File: src/rtl/twsl_pkg.sv
// shared constants, types and codes for the tach window shift light block
// used by twsl_classify and tach_window_shift_light_core; no dependencies
`timescale 1ns / 1ps

package twsl_pkg;

   // averaging window, a power of two so the average is a plain shift
   localparam int AVG_SAMPLES = 16;
   localparam int AVG_SHIFT   = $clog2(AVG_SAMPLES);
   localparam int CNT_W       = AVG_SHIFT;
   localparam int PERIOD_W    = 16;
   localparam int SUM_W       = PERIOD_W + AVG_SHIFT;

   // dimming
   localparam int DIM_LEVELS     = 8;
   localparam int LEVEL_W        = 3;
   localparam int PHASE_W        = DIM_LEVELS - 1;
   localparam int LEVEL_AT_RESET = (3 < DIM_LEVELS) ? 3 : DIM_LEVELS - 1;

   // button
   localparam int HOLD_W       = 16;
   localparam int REPEAT_RESET = 6000;

   // lamp codes
   localparam int LAMP_W = 4;
   localparam logic [LAMP_W-1:0] LAMP_NONE   = 4'h0;
   localparam logic [LAMP_W-1:0] LAMP_YELLOW = 4'h1;
   localparam logic [LAMP_W-1:0] LAMP_GREEN  = 4'h2;
   localparam logic [LAMP_W-1:0] LAMP_RED    = 4'h4;
   localparam logic [LAMP_W-1:0] LAMP_OPTION = 4'h8;
   localparam logic [LAMP_W-1:0] LAMP_ALL    = 4'hF;

   // stream payload widths
   localparam int REQ_FIELD_W = PERIOD_W + 3;
   localparam int REQ_TDATA_W = ((REQ_FIELD_W + 7) / 8) * 8;
   localparam int RSP_FIELD_W = LAMP_W + 1 + LEVEL_W;
   localparam int RSP_TDATA_W = ((RSP_FIELD_W + 7) / 8) * 8;

   // register file
   localparam int CSR_IDX_W  = 3;
   localparam int CSR_DATA_W = 16;
   localparam logic [CSR_IDX_W-1:0] CSR_STAGE1       = 3'd0;
   localparam logic [CSR_IDX_W-1:0] CSR_STAGE1_EARLY = 3'd1;
   localparam logic [CSR_IDX_W-1:0] CSR_STAGE2       = 3'd2;
   localparam logic [CSR_IDX_W-1:0] CSR_STAGE2_EARLY = 3'd3;
   localparam logic [CSR_IDX_W-1:0] CSR_REPEAT_LIMIT = 3'd4;

   typedef struct packed {
      logic [PERIOD_W-1:0] stage1;
      logic [PERIOD_W-1:0] stage1_early;
      logic [PERIOD_W-1:0] stage2;
      logic [PERIOD_W-1:0] stage2_early;
   } thresh_type;

endpackage

File: src/rtl/twsl_classify.sv
// lamp classification of the held average period against the stage thresholds
// depends on twsl_pkg
`timescale 1ns / 1ps

module twsl_classify import twsl_pkg::*; (
   input  logic [PERIOD_W-1:0] avg,
   input  logic                overflow,
   input  thresh_type          thresh,
   output logic [LAMP_W-1:0]   lamps
);

   logic yellow;
   logic green;
   logic red_warn;
   logic red_only;

   assign yellow   = avg > thresh.stage1;
   assign red_only = avg <= thresh.stage2;
   assign green    = (avg < thresh.stage1_early) && !red_only;
   assign red_warn = green && (avg <= thresh.stage2_early);

   always_comb begin
      priority if (overflow || (avg == '0)) begin
         lamps = LAMP_OPTION;
      end else if (red_only) begin
         lamps = LAMP_RED;
      end else begin
         lamps = (yellow ? LAMP_YELLOW : LAMP_NONE)
               | (green ? LAMP_GREEN : LAMP_NONE)
               | (red_warn ? LAMP_RED : LAMP_NONE);
      end
   end

endmodule

File: src/rtl/tach_window_shift_light_core.sv
// top level of the tach window shift light: averaging, button, dimming, stream ports
// depends on twsl_pkg and twsl_classify
`timescale 1ns / 1ps

// Takes one request per clock and returns exactly one response per request, in
// order, passing through an input register, then the averaging,
// lamp classification, button and dimming logic, then an output register. Both
// stages stall together when the response side holds off, so throughput is one
// request per cycle as long as rsp_tready is high. Every 16 periods the block
// latches a new average; lamps are classified against the held average. Threshold
// and repeat-limit registers are written through the csr port, which is always
// ready; write them only while no request is in flight.
module tach_window_shift_light_core import twsl_pkg::*; (
   input  logic                   clock,
   input  logic                   reset,
   input  logic                   req_tvalid,
   output logic                   req_tready,
   // period_ticks[15:0], capture_overflow[16], button_held[17], dimmer_on[18], zeros
   input  logic [REQ_TDATA_W-1:0] req_tdata,
   output logic                   rsp_tvalid,
   input  logic                   rsp_tready,
   // lamp_drive[3:0], reset_request[4], brightness_level[7:5]
   output logic [RSP_TDATA_W-1:0] rsp_tdata,
   input  logic                   csr_valid,
   output logic                   csr_ready,
   input  logic [CSR_IDX_W-1:0]   csr_index,
   input  logic [CSR_DATA_W-1:0]  csr_wdata
);

   // registers
   thresh_type             thresh_ff;
   logic [HOLD_W-1:0]      repeat_limit_ff;
   logic                   s1_valid_ff;
   logic [REQ_TDATA_W-1:0] s1_data_ff;
   logic                   rsp_valid_ff;
   logic [RSP_TDATA_W-1:0] rsp_data_ff;
   logic [CNT_W-1:0]       sample_count_ff;
   logic [SUM_W-1:0]       period_sum_ff;
   logic [PERIOD_W-1:0]    held_average_ff;
   logic [HOLD_W-1:0]      hold_count_ff;
   logic [LEVEL_W-1:0]     dim_level_ff;
   logic [PHASE_W-1:0]     pwm_phase_ff;

   // next values
   logic [CNT_W-1:0]       sample_count_in;
   logic [SUM_W-1:0]       period_sum_in;
   logic [PERIOD_W-1:0]    held_average_in;
   logic [HOLD_W-1:0]      hold_count_in;
   logic [LEVEL_W-1:0]     dim_level_in;
   logic [PHASE_W-1:0]     pwm_phase_in;
   logic [RSP_TDATA_W-1:0] rsp_data_in;

   logic                   advance;
   logic [PERIOD_W-1:0]    period;
   logic                   overflow;
   logic                   button;
   logic                   dimmer;
   logic [SUM_W-1:0]       sum_full;
   logic                   window_done;
   logic [LAMP_W-1:0]      class_lamps;
   logic [HOLD_W-1:0]      hold_inc;
   logic                   hold_hit;
   logic [PHASE_W-1:0]     level_mask;
   logic [LAMP_W-1:0]      lamps;
   logic                   request;

   assign advance    = s1_valid_ff && (!rsp_valid_ff || rsp_tready);
   assign req_tready = !s1_valid_ff || advance;
   assign rsp_tvalid = rsp_valid_ff;
   assign rsp_tdata  = rsp_data_ff;
   assign csr_ready  = 1'b1;

   assign period   = s1_data_ff[PERIOD_W-1:0];
   assign overflow = s1_data_ff[PERIOD_W];
   assign button   = s1_data_ff[PERIOD_W+1];
   assign dimmer   = s1_data_ff[PERIOD_W+2];

   // averaging window
   assign sum_full    = period_sum_ff + SUM_W'(period);
   assign window_done = sample_count_ff == CNT_W'(AVG_SAMPLES - 1);

   always_comb begin
      if (window_done) begin
         sample_count_in = '0;
         period_sum_in   = '0;
         held_average_in = sum_full[AVG_SHIFT +: PERIOD_W];
      end else begin
         sample_count_in = sample_count_ff + 1'b1;
         period_sum_in   = sum_full;
         held_average_in = held_average_ff;
      end
   end

   twsl_classify u_classify (
      .avg      (held_average_in),
      .overflow (overflow),
      .thresh   (thresh_ff),
      .lamps    (class_lamps)
   );

   // button hold counter and brightness step
   assign hold_inc = hold_count_ff + 1'b1;
   assign hold_hit = hold_inc == repeat_limit_ff;

   always_comb begin
      dim_level_in = dim_level_ff;
      if (button) begin
         if (hold_hit) begin
            hold_count_in = '0;
            if (dimmer) begin
               if (dim_level_ff >= LEVEL_W'(DIM_LEVELS - 1)) begin
                  dim_level_in = '0;
               end else begin
                  dim_level_in = dim_level_ff + 1'b1;
               end
            end
         end else begin
            hold_count_in = hold_inc;
         end
      end else if (hold_count_ff != '0) begin
         hold_count_in = hold_count_ff - 1'b1;
      end else begin
         hold_count_in = hold_count_ff;
      end
   end

   // dimming mask and lamp select
   assign level_mask   = PHASE_W'(({{PHASE_W{1'b0}}, 1'b1} << dim_level_in) - 1'b1);
   assign pwm_phase_in = pwm_phase_ff + 1'b1;
   assign request      = button && !dimmer;

   always_comb begin
      priority if (request) begin
         lamps = LAMP_ALL;
      end else if (dimmer && ((pwm_phase_ff & level_mask) != '0)) begin
         lamps = LAMP_NONE;
      end else begin
         lamps = class_lamps;
      end
   end

   assign rsp_data_in = RSP_TDATA_W'({dim_level_in, request, lamps});

   // configuration registers
   always_ff @(posedge clock) begin
      if (reset) begin
         thresh_ff       <= '0;
         repeat_limit_ff <= HOLD_W'(REPEAT_RESET);
      end else if (csr_valid) begin
         unique case (csr_index)
            CSR_STAGE1:       thresh_ff.stage1       <= csr_wdata;
            CSR_STAGE1_EARLY: thresh_ff.stage1_early <= csr_wdata;
            CSR_STAGE2:       thresh_ff.stage2       <= csr_wdata;
            CSR_STAGE2_EARLY: thresh_ff.stage2_early <= csr_wdata;
            CSR_REPEAT_LIMIT: repeat_limit_ff        <= csr_wdata;
            default: begin
            end
         endcase
      end
   end

   // stage control and state
   always_ff @(posedge clock) begin
      if (reset) begin
         s1_valid_ff     <= 1'b0;
         rsp_valid_ff    <= 1'b0;
         sample_count_ff <= '0;
         period_sum_ff   <= '0;
         held_average_ff <= '0;
         hold_count_ff   <= '0;
         dim_level_ff    <= LEVEL_W'(LEVEL_AT_RESET);
         pwm_phase_ff    <= '0;
      end else begin
         if (req_tready) begin
            s1_valid_ff <= req_tvalid;
         end
         if (advance) begin
            rsp_valid_ff    <= 1'b1;
            sample_count_ff <= sample_count_in;
            period_sum_ff   <= period_sum_in;
            held_average_ff <= held_average_in;
            hold_count_ff   <= hold_count_in;
            dim_level_ff    <= dim_level_in;
            pwm_phase_ff    <= pwm_phase_in;
         end else if (rsp_tready) begin
            rsp_valid_ff <= 1'b0;
         end
      end
   end

   // payload registers
   always_ff @(posedge clock) begin
      if (req_tready && req_tvalid) begin
         s1_data_ff <= req_tdata;
      end
      if (advance) begin
         rsp_data_ff <= rsp_data_in;
      end
   end

   // a reset request always comes with every lamp lit
   assert property (@(posedge clock) disable iff (reset)
      (rsp_valid_ff && rsp_data_ff[LAMP_W]) |-> (rsp_data_ff[LAMP_W-1:0] == LAMP_ALL))
      else $error("reset request without all lamps");

   // brightness level stays within the level range
   assert property (@(posedge clock) disable iff (reset)
      dim_level_ff <= LEVEL_W'(DIM_LEVELS - 1))
      else $error("brightness level out of range");

   // a released button decays the hold count by one
   assert property (@(posedge clock) disable iff (reset)
      (advance && !button && (hold_count_ff != '0))
         |=> (hold_count_ff == $past(hold_count_ff) - 1'b1))
      else $error("hold count did not decay");

   // the window count only moves when a request is processed
   assert property (@(posedge clock) disable iff (reset)
      !advance |=> $stable(sample_count_ff))
      else $error("sample count moved without a request");

endmodule
File: config.mk
export PLATFORM = sky130hd
export DESIGN_NAME = tach_window_shift_light_core
export DESIGN_NICKNAME = d
export VERILOG_FILES = /design/src/rtl/twsl_pkg.sv /design/src/rtl/twsl_classify.sv /design/src/rtl/tach_window_shift_light_core.sv
export SDC_FILE = /design/constraint.sdc
export NUM_CORES = 1
export LEC_CHECK = 0
export BUFFER_PORTS_ARGS = -buffer_cell sky130_fd_sc_hd__buf_2
export CAP_MARGIN = 20
export CORE_MARGIN = 2
export CORE_UTILIZATION = 58
export DETAILED_ROUTE_END_ITERATION = 10
export GPL_ROUTABILITY_DRIVEN = 0
export PLACE_DENSITY = 0.76
export SYNTH_ARGS = -nofsm -noshare
export SYNTH_HDL_FRONTEND = slang
export SYNTH_SLANG_ARGS = --single-unit
export TNS_END_PERCENT = 30
File: constraint.sdc
create_clock -name clock -period 6.9 [get_ports clock]
set_clock_uncertainty 0.05 [all_clocks]
set_input_delay 0.69 -clock clock [delete_from_list [all_inputs] [get_ports clock]]
set_output_delay 0.69 -clock clock [all_outputs]
set_load 0.05 [all_outputs]
* Word level (Yosys, flattened, before mapping) *
Index checks and enable logic that the tools add are counted.

storage, ports and cells
  register bits after elaboration = 175
  output and inout port bits = 11
  word-level logic and storage cells = 81

cells by class
  add/subtract/negate cells = 7
  order comparisons = 5
  equal/unequal tests = 6
  shift operators = 1
  multiplexer cells = 18
  bitwise gates (word level) = 3
  reduce and logical (&&, ||, !) cells = 25

operators by type and width
  operator               count
  $mux 16                4
  $le 16x16->1           2
  $add 20x16->20         1
  $mux 20                1
  $add 16x1->16 const B  1
  $eq 16x16->1           1
  $gt 16x16->1           1
  $logic_not 16->1       1
  $lt 16x16->1           1
  $mux 4                 4
  $reduce_bool 16->1     1
  $sub 16x1->16 const B  1
  $mux 3                 5
  $reduce_and 2->1       6
  $or 4x4->4             2
  $add 7x1->7 const B    1
  $and 7x7->7            1
  $reduce_bool 7->1      1
  $shl 1x3->7 const A    1
  $sub 7x1->7 const B    1
  $eq 3x2->1 const B     2
  $logic_and 1x1->1      6
  $add 4x1->4 const B    1
  $eq 4x4->1 const B     1
  10 further kinds       18

* Longest topological paths before layout *
  depth after elaboration = 11
  depth in mapped cells = 20

* Cells and area by module *
A second synthesis with hierarchy kept.

second synthesis, totals
  cells, all modules = 1300
  area, all modules = 10203.5 sq um

modules (own cells, without submodules)
  module                        times used  cells each  area an instance (sq um)  seq. area each (sq um)
  tach_window_shift_light_core  1           1070        8589.5                    3773.6
  twsl_classify                 1           230         1614.0                    0.0

* Worst setup path before layout *
Ideal clock, no wire load.

  path type = register to register
  start point = register hold_count_ff[1]
  end point = register rsp_data_ff[1], in the netlist rsp_tdata[1], data pin
  library setup time = 0.256 ns
  arrival = 4.112 ns
  setup slack = 2.482 ns
  stages on the path, launching flop included = 17
  path buffers = 1
  clock period less this slack = 4.418 ns
  path through = dfxtp_1 -> ha_1 -> nand3_1 -> nor4_1 -> xnor3_1 -> nand4_1 -> nor4_4 -> mux2i_1 -> nand3_1 -> ha_1 -> clkbuf_1 -> or3_1 -> a21oi_1 -> nor3_1 -> o32ai_1 -> and4bb_1 -> a22o_1

between the ends
  word-level cells in the longest chain between the ends = 10

ends and longest elaborated chain
  element                   line                                 RTL
  start: declaration        tach_window_shift_light_core.sv:40   logic [HOLD_W-1:0] hold_count_ff;
  start signal: assignment  tach_window_shift_light_core.sv:182  hold_count_ff <= hold_count_in;
  $add 16x1->16             tach_window_shift_light_core.sv:102  assign hold_inc = hold_count_ff + 1'b1;
  $eq 16x16->1              tach_window_shift_light_core.sv:103  assign hold_hit = hold_inc == repeat_limit_ff;
  $mux 3                    tach_window_shift_light_core.sv:108  if (hold_hit) begin
  $mux 3                    tach_window_shift_light_core.sv:107  if (button) begin
  $shl 1x3->7               tach_window_shift_light_core.sv:128  assign level_mask = PHASE_W'(({{PHASE_W{1'b0}}, 1'b1} << dim_level_in) - 1'b1);
  $sub 7x1->7               tach_window_shift_light_core.sv:128
  $and 7x7->7               tach_window_shift_light_core.sv:135  end else if (dimmer && ((pwm_phase_ff & level_mask) != '0)) begin
  $reduce_bool 7->1         tach_window_shift_light_core.sv:135
  $logic_and 1x1->1         tach_window_shift_light_core.sv:135
  $mux 4                    tach_window_shift_light_core.sv:135
  end signal: assignment    tach_window_shift_light_core.sv:197  rsp_data_ff <= rsp_data_in;
  end: declaration          tach_window_shift_light_core.sv:36   logic [RSP_TDATA_W-1:0] rsp_data_ff;

Every way passes these cells.
A chain may end at the register's enable or synchronous reset.

* Final worst setup path *
  start point = register s1_data_ff[0]
  end point = register rsp_data_ff[2], in the netlist rsp_tdata[2], data pin

between the ends
  word-level cells in the longest chain between the ends = 11
  elaborated cells between the ends (all ways) = 15

ends and longest elaborated chain
  element                   line                                 RTL
  start: declaration        tach_window_shift_light_core.sv:34   logic [REQ_TDATA_W-1:0] s1_data_ff;
  start signal: assignment  tach_window_shift_light_core.sv:194  s1_data_ff <= req_tdata;
  $add 20x16->20 (*)        tach_window_shift_light_core.sv:79   assign sum_full = period_sum_ff + SUM_W'(period);
  $mux 16 (*)               tach_window_shift_light_core.sv:83   if (window_done) begin
  via held_average_in[14]   tach_window_shift_light_core.sv:47   logic [PERIOD_W-1:0] held_average_in;
  $le 16x16->1              twsl_classify.sv:18                  assign red_only = avg <= thresh.stage2;
  $logic_not 1->1           twsl_classify.sv:19                  assign green = (avg < thresh.stage1_early) && !red_only;
  $logic_and 1x1->1         twsl_classify.sv:19
  $logic_and 1x1->1         twsl_classify.sv:20                  assign red_warn = green && (avg <= thresh.stage2_early);
  $mux 3                    twsl_classify.sv:30                  | (red_warn ? LAMP_RED : LAMP_NONE);
  $or 4x4->4                twsl_classify.sv:30
  $mux 4                    twsl_classify.sv:25                  end else if (red_only) begin
  $mux 4 (*)                twsl_classify.sv:23                  priority if (overflow || (avg == '0)) begin
  $mux 4 (*)                tach_window_shift_light_core.sv:135

The timed path passes the listed nets; every way through them passes the cells marked *.

==> metrics.log <==
INFO  metric ys_ff_latch = 175
INFO  metric finalNetCount = between 1000 and 1500
INFO  metric setup_viol = 0
INFO  metric core_area = around 17000 um^2
INFO  metric viasPerCell = slightly below 6
INFO  metric antenna_found_initial = 0
INFO  metric cts_hold_buffers = 0
INFO  metric slew_headroom = 0.283
INFO  metric die_h = ~140 um
INFO  metric grt_overflow_total = 0
INFO  metric stdcell_area = 11300 um^2
INFO  metric clock_net_sink_count = 175
INFO  metric final.fill_count = 1528
INFO  metric p_int = 1.80 mW
INFO  metric combPwrFrac = 0.158
INFO  metric cts.htree.levels = 4
INFO  metric min_path_type = in -> reg
INFO  metric syn-instance-count = 1307
INFO  metric placementRows = 48
INFO  metric p_clk_frac = 0.395
INFO  metric ys_async_sr_fraction = 0
INFO  metric unrepaired_setup_endpoints_after_global_routing = false
INFO  metric dr_total_vias = 9257
INFO  metric power.density_cell_area = between 200 and 250 nW/um^2
INFO  metric final.hold.worst_slack = 0.371 ns
INFO  metric dpl_cell_area = 10700 um^2
INFO  metric critPathRequiredTime = 7.04 ns
INFO  metric number_of_global_route_vias_before_repair = 8611
INFO  metric totalNegativeSetupSlack = 0 ns
INFO  metric switching_share = 0.280
INFO  metric maximum_number_of_pins_on_one_net_before_global_route_repair = 85
INFO  metric crit_path_start_kind = flip-flop
INFO  metric numPortBuffers = 52
INFO  metric sw_pwr = about 0.7 mW
INFO  metric clock-root-buffer = sky130_fd_sc_hd__clkbuf_16
INFO  metric clkTransAtPathRegs = 0.07 ns
INFO  metric drt_iter0_markers = 602
INFO  metric area_growth = 8.75%
INFO  metric tritoncts = done
INFO  metric ys_seq_area_frac = 0.363
INFO  metric clock.fmax = 0.180 GHz
INFO  metric ant_cells = 0
INFO  metric dr.pass1.iters = 6
INFO  metric period_share = 0.805
INFO  metric postCtsSetupBuffers = 0
INFO  metric drcViolationCount = 0
INFO  metric seqCellArea = between 3000 and 4000 um^2
INFO  metric design_power_total = around 2.5 mW
INFO  metric synth-main-ff-cell = sky130_fd_sc_hd__dfxtp_1
INFO  metric final_max_slew_viol_count = 0
INFO  metric mean_syn_cell_area = 7.95 um^2
INFO  metric hold_viol = 0
INFO  metric finalWorstPathRequiredPeriod = 5.56 ns
INFO  metric synthesis.area = 10400 um^2
INFO  metric boundaryPins = 59
INFO  metric crit_type = reg -> reg
INFO  metric dp.final_hpwl = between 15000 and 20000 um
INFO  metric drive_above_1_share = 0.0767
INFO  metric cts_made_buffers = 17
INFO  metric post_cts.resized_instances = 0
INFO  metric cts-root-to-sink-buffers = 2
INFO  metric worst-slew-pin-transition = 1.07 ns
INFO  metric yosysUniqueCellTypes = 78
INFO  metric floorplan.initialDensity = 0.597
INFO  metric synth_edf_count = 27
INFO  metric wire_length_of_the_first_global_routing_pass = 42500 um
INFO  metric p_leak = 4.43 nW
INFO  metric routed_wl = 26100 um
INFO  metric wl_per_cell = 16.8 um
INFO  metric seq_power_share = 0.446
INFO  metric floorplan.die.width = 138 um
INFO  metric die_outline_area = between 15000 and 20000 um^2
INFO  metric ir_worst_vdd = 0.000203 V
INFO  metric grt_util_all_layers = 0.284
INFO  metric ys_warns = 0
INFO  metric syn-num-nets = approximately 1400
INFO  metric multi_input_area = 6020 um^2
INFO  metric critical_path.max_fanout = 5
INFO  metric ant_nets = 0
INFO  metric arrival_time_at_the_worst_endpoint = between 5 and 6 ns
INFO  metric end_kind = flip-flop
INFO  metric status = finished, final reports clean
INFO  metric clk-insertion-delay-late = 0.44 ns
INFO  metric cap_viol_max_count = 0
INFO  metric finalCoreUtilization = 0.649
[cell usage in the layout (no fill, tap or decap), drive strengths merged, types with 27 or more instances in the layout]
cell / Yosys / routed
a21oi: 150 / 150
nor2: 94 / 94
xnor2: 29 / 29
edfxtp: 27 / 27
buf: 14 / 61
nand2: 258 / 258
a21o: 27 / 27
inv: 76 / 79
o21ai: 44 / 44
dfxtp: 148 / 148
ha: 87 / 87
[cell type report]
| class | instances | share of cell area |
|---|---|---|
| sequential | 175 | 0.334 |
| inverter | 80 | 0.0266 |
| tap | 225 | 0.0249 |
| clock buffer | 24 | 0.0435 |
| clock inverter | 8 | 0.00908 |
| multi-input combinational | 982 | 0.533 |
| timing repair buffer | 61 | 0.0292 |
[through the flow]
step,std cells,setup slack (ns)
global placement,1522,1.67
floorplan,1307,2.48
finish,1555,1.34
global route,1555,1.03
CTS,1554,1.46
detailed placement,1522,1.59
[cell families (layout without fill, tap and decap cells)]
kind of cell    Yosys count  count (layout)  share of synthesized area
simple gates            500             500                      0.221
buf+inv                 150             173                     0.0574
fa+ha+maj                88              88                      0.107
flops                   175             175                      0.363
other cells               1               1                   0.000361
xor+xnor                 49              49                     0.0426
compound gates          338             338                      0.203
mux                       6               6                    0.00590
[synthesized netlist by cell type (all sizes together) (9+ instances only)]
cell,count,area [um^2]
nor2,94,353
and3,15,93.8
a211oi,14,105
xnor2,29,254
nand3,25,130
edfxtp,27,811
o21a,9,67.6
or3,10,67.6
nor3,19,95.1
buf,14,85.1
o211ai,10,75.1
clkbuf,56,211
nand3b,9,67.6
o21ai,44,220
a31oi,9,56.3
inv,76,285
a21o,27,203
nand4,21,138
nand2,258,968
dfxtp,148,2960
xor2,19,166
a22oi,21,158
a21oi,150,751
ha,87,1090
[sequential cells by signal, indices dropped and copies added, names as in the netlist]
signal           flops
thresh_ff           64
hold_count_ff       16
s1_valid_ff          1
s1_data_ff          19
dim_level_ff         3
pwm_phase_ff         7
repeat_limit_ff     16
rsp_tdata            8
rsp_tvalid           1
sample_count_ff      4
period_sum_ff       20
held_average_ff     16
[power groups by stage]
stage | clock, mW | sequential, mW | combinational (mW)
detailed placement | 0 | 1.13 | 0.385
finish | 0.985 | 1.11 | 0.395
CTS | 0.994 | 1.11 | 0.390
global route | 1.03 | 1.12 | 0.440
floorplan | 0 | 1.12 | 0.301
global placement | 0 | 1.13 | 0.378
[routing by layer]
layer	GRT usage	wire length (um)
met1	0.375	11700
met2	0.476	12500
met3	0.0442	1420
met4	0.0930	510
met5	0	0
[final timing paths]
check,start,to,slack [ns],depth (start not counted)
setup reg to reg,s1_data_ff[0],rsp_tdata[2],1.34,17
setup / recovery,s1_data_ff[0],rsp_tdata[2],1.34,17
hold reg to reg,thresh_ff[57],thresh_ff[57],0.40,2
hold / removal,req_tdata[9],s1_data_ff[9],0.37,1
[worst max-delay path, stage by stage (launching register included)]
cell and delay [ns]:
sky130_fd_sc_hd__edfxtp_1 0.39, sky130_fd_sc_hd__ha_1 0.26, sky130_fd_sc_hd__fa_1 0.45, sky130_fd_sc_hd__a211oi_1 0.52, sky130_fd_sc_hd__o21ai_1 0.30, sky130_fd_sc_hd__a21oi_1 0.31
sky130_fd_sc_hd__a21oi_1 0.20, sky130_fd_sc_hd__nand3_1 0.14, sky130_fd_sc_hd__xor2_1 0.28, sky130_fd_sc_hd__o21ai_0 0.30, sky130_fd_sc_hd__ha_1 0.44, sky130_fd_sc_hd__nand4_1 0.08
sky130_fd_sc_hd__or2_2 0.33, sky130_fd_sc_hd__a21o_1 0.17, sky130_fd_sc_hd__a31oi_1 0.38, sky130_fd_sc_hd__a21boi_0 0.38, sky130_fd_sc_hd__o31ai_1 0.11, sky130_fd_sc_hd__a22o_1 0.23
(Power assumes the default switching activity.)
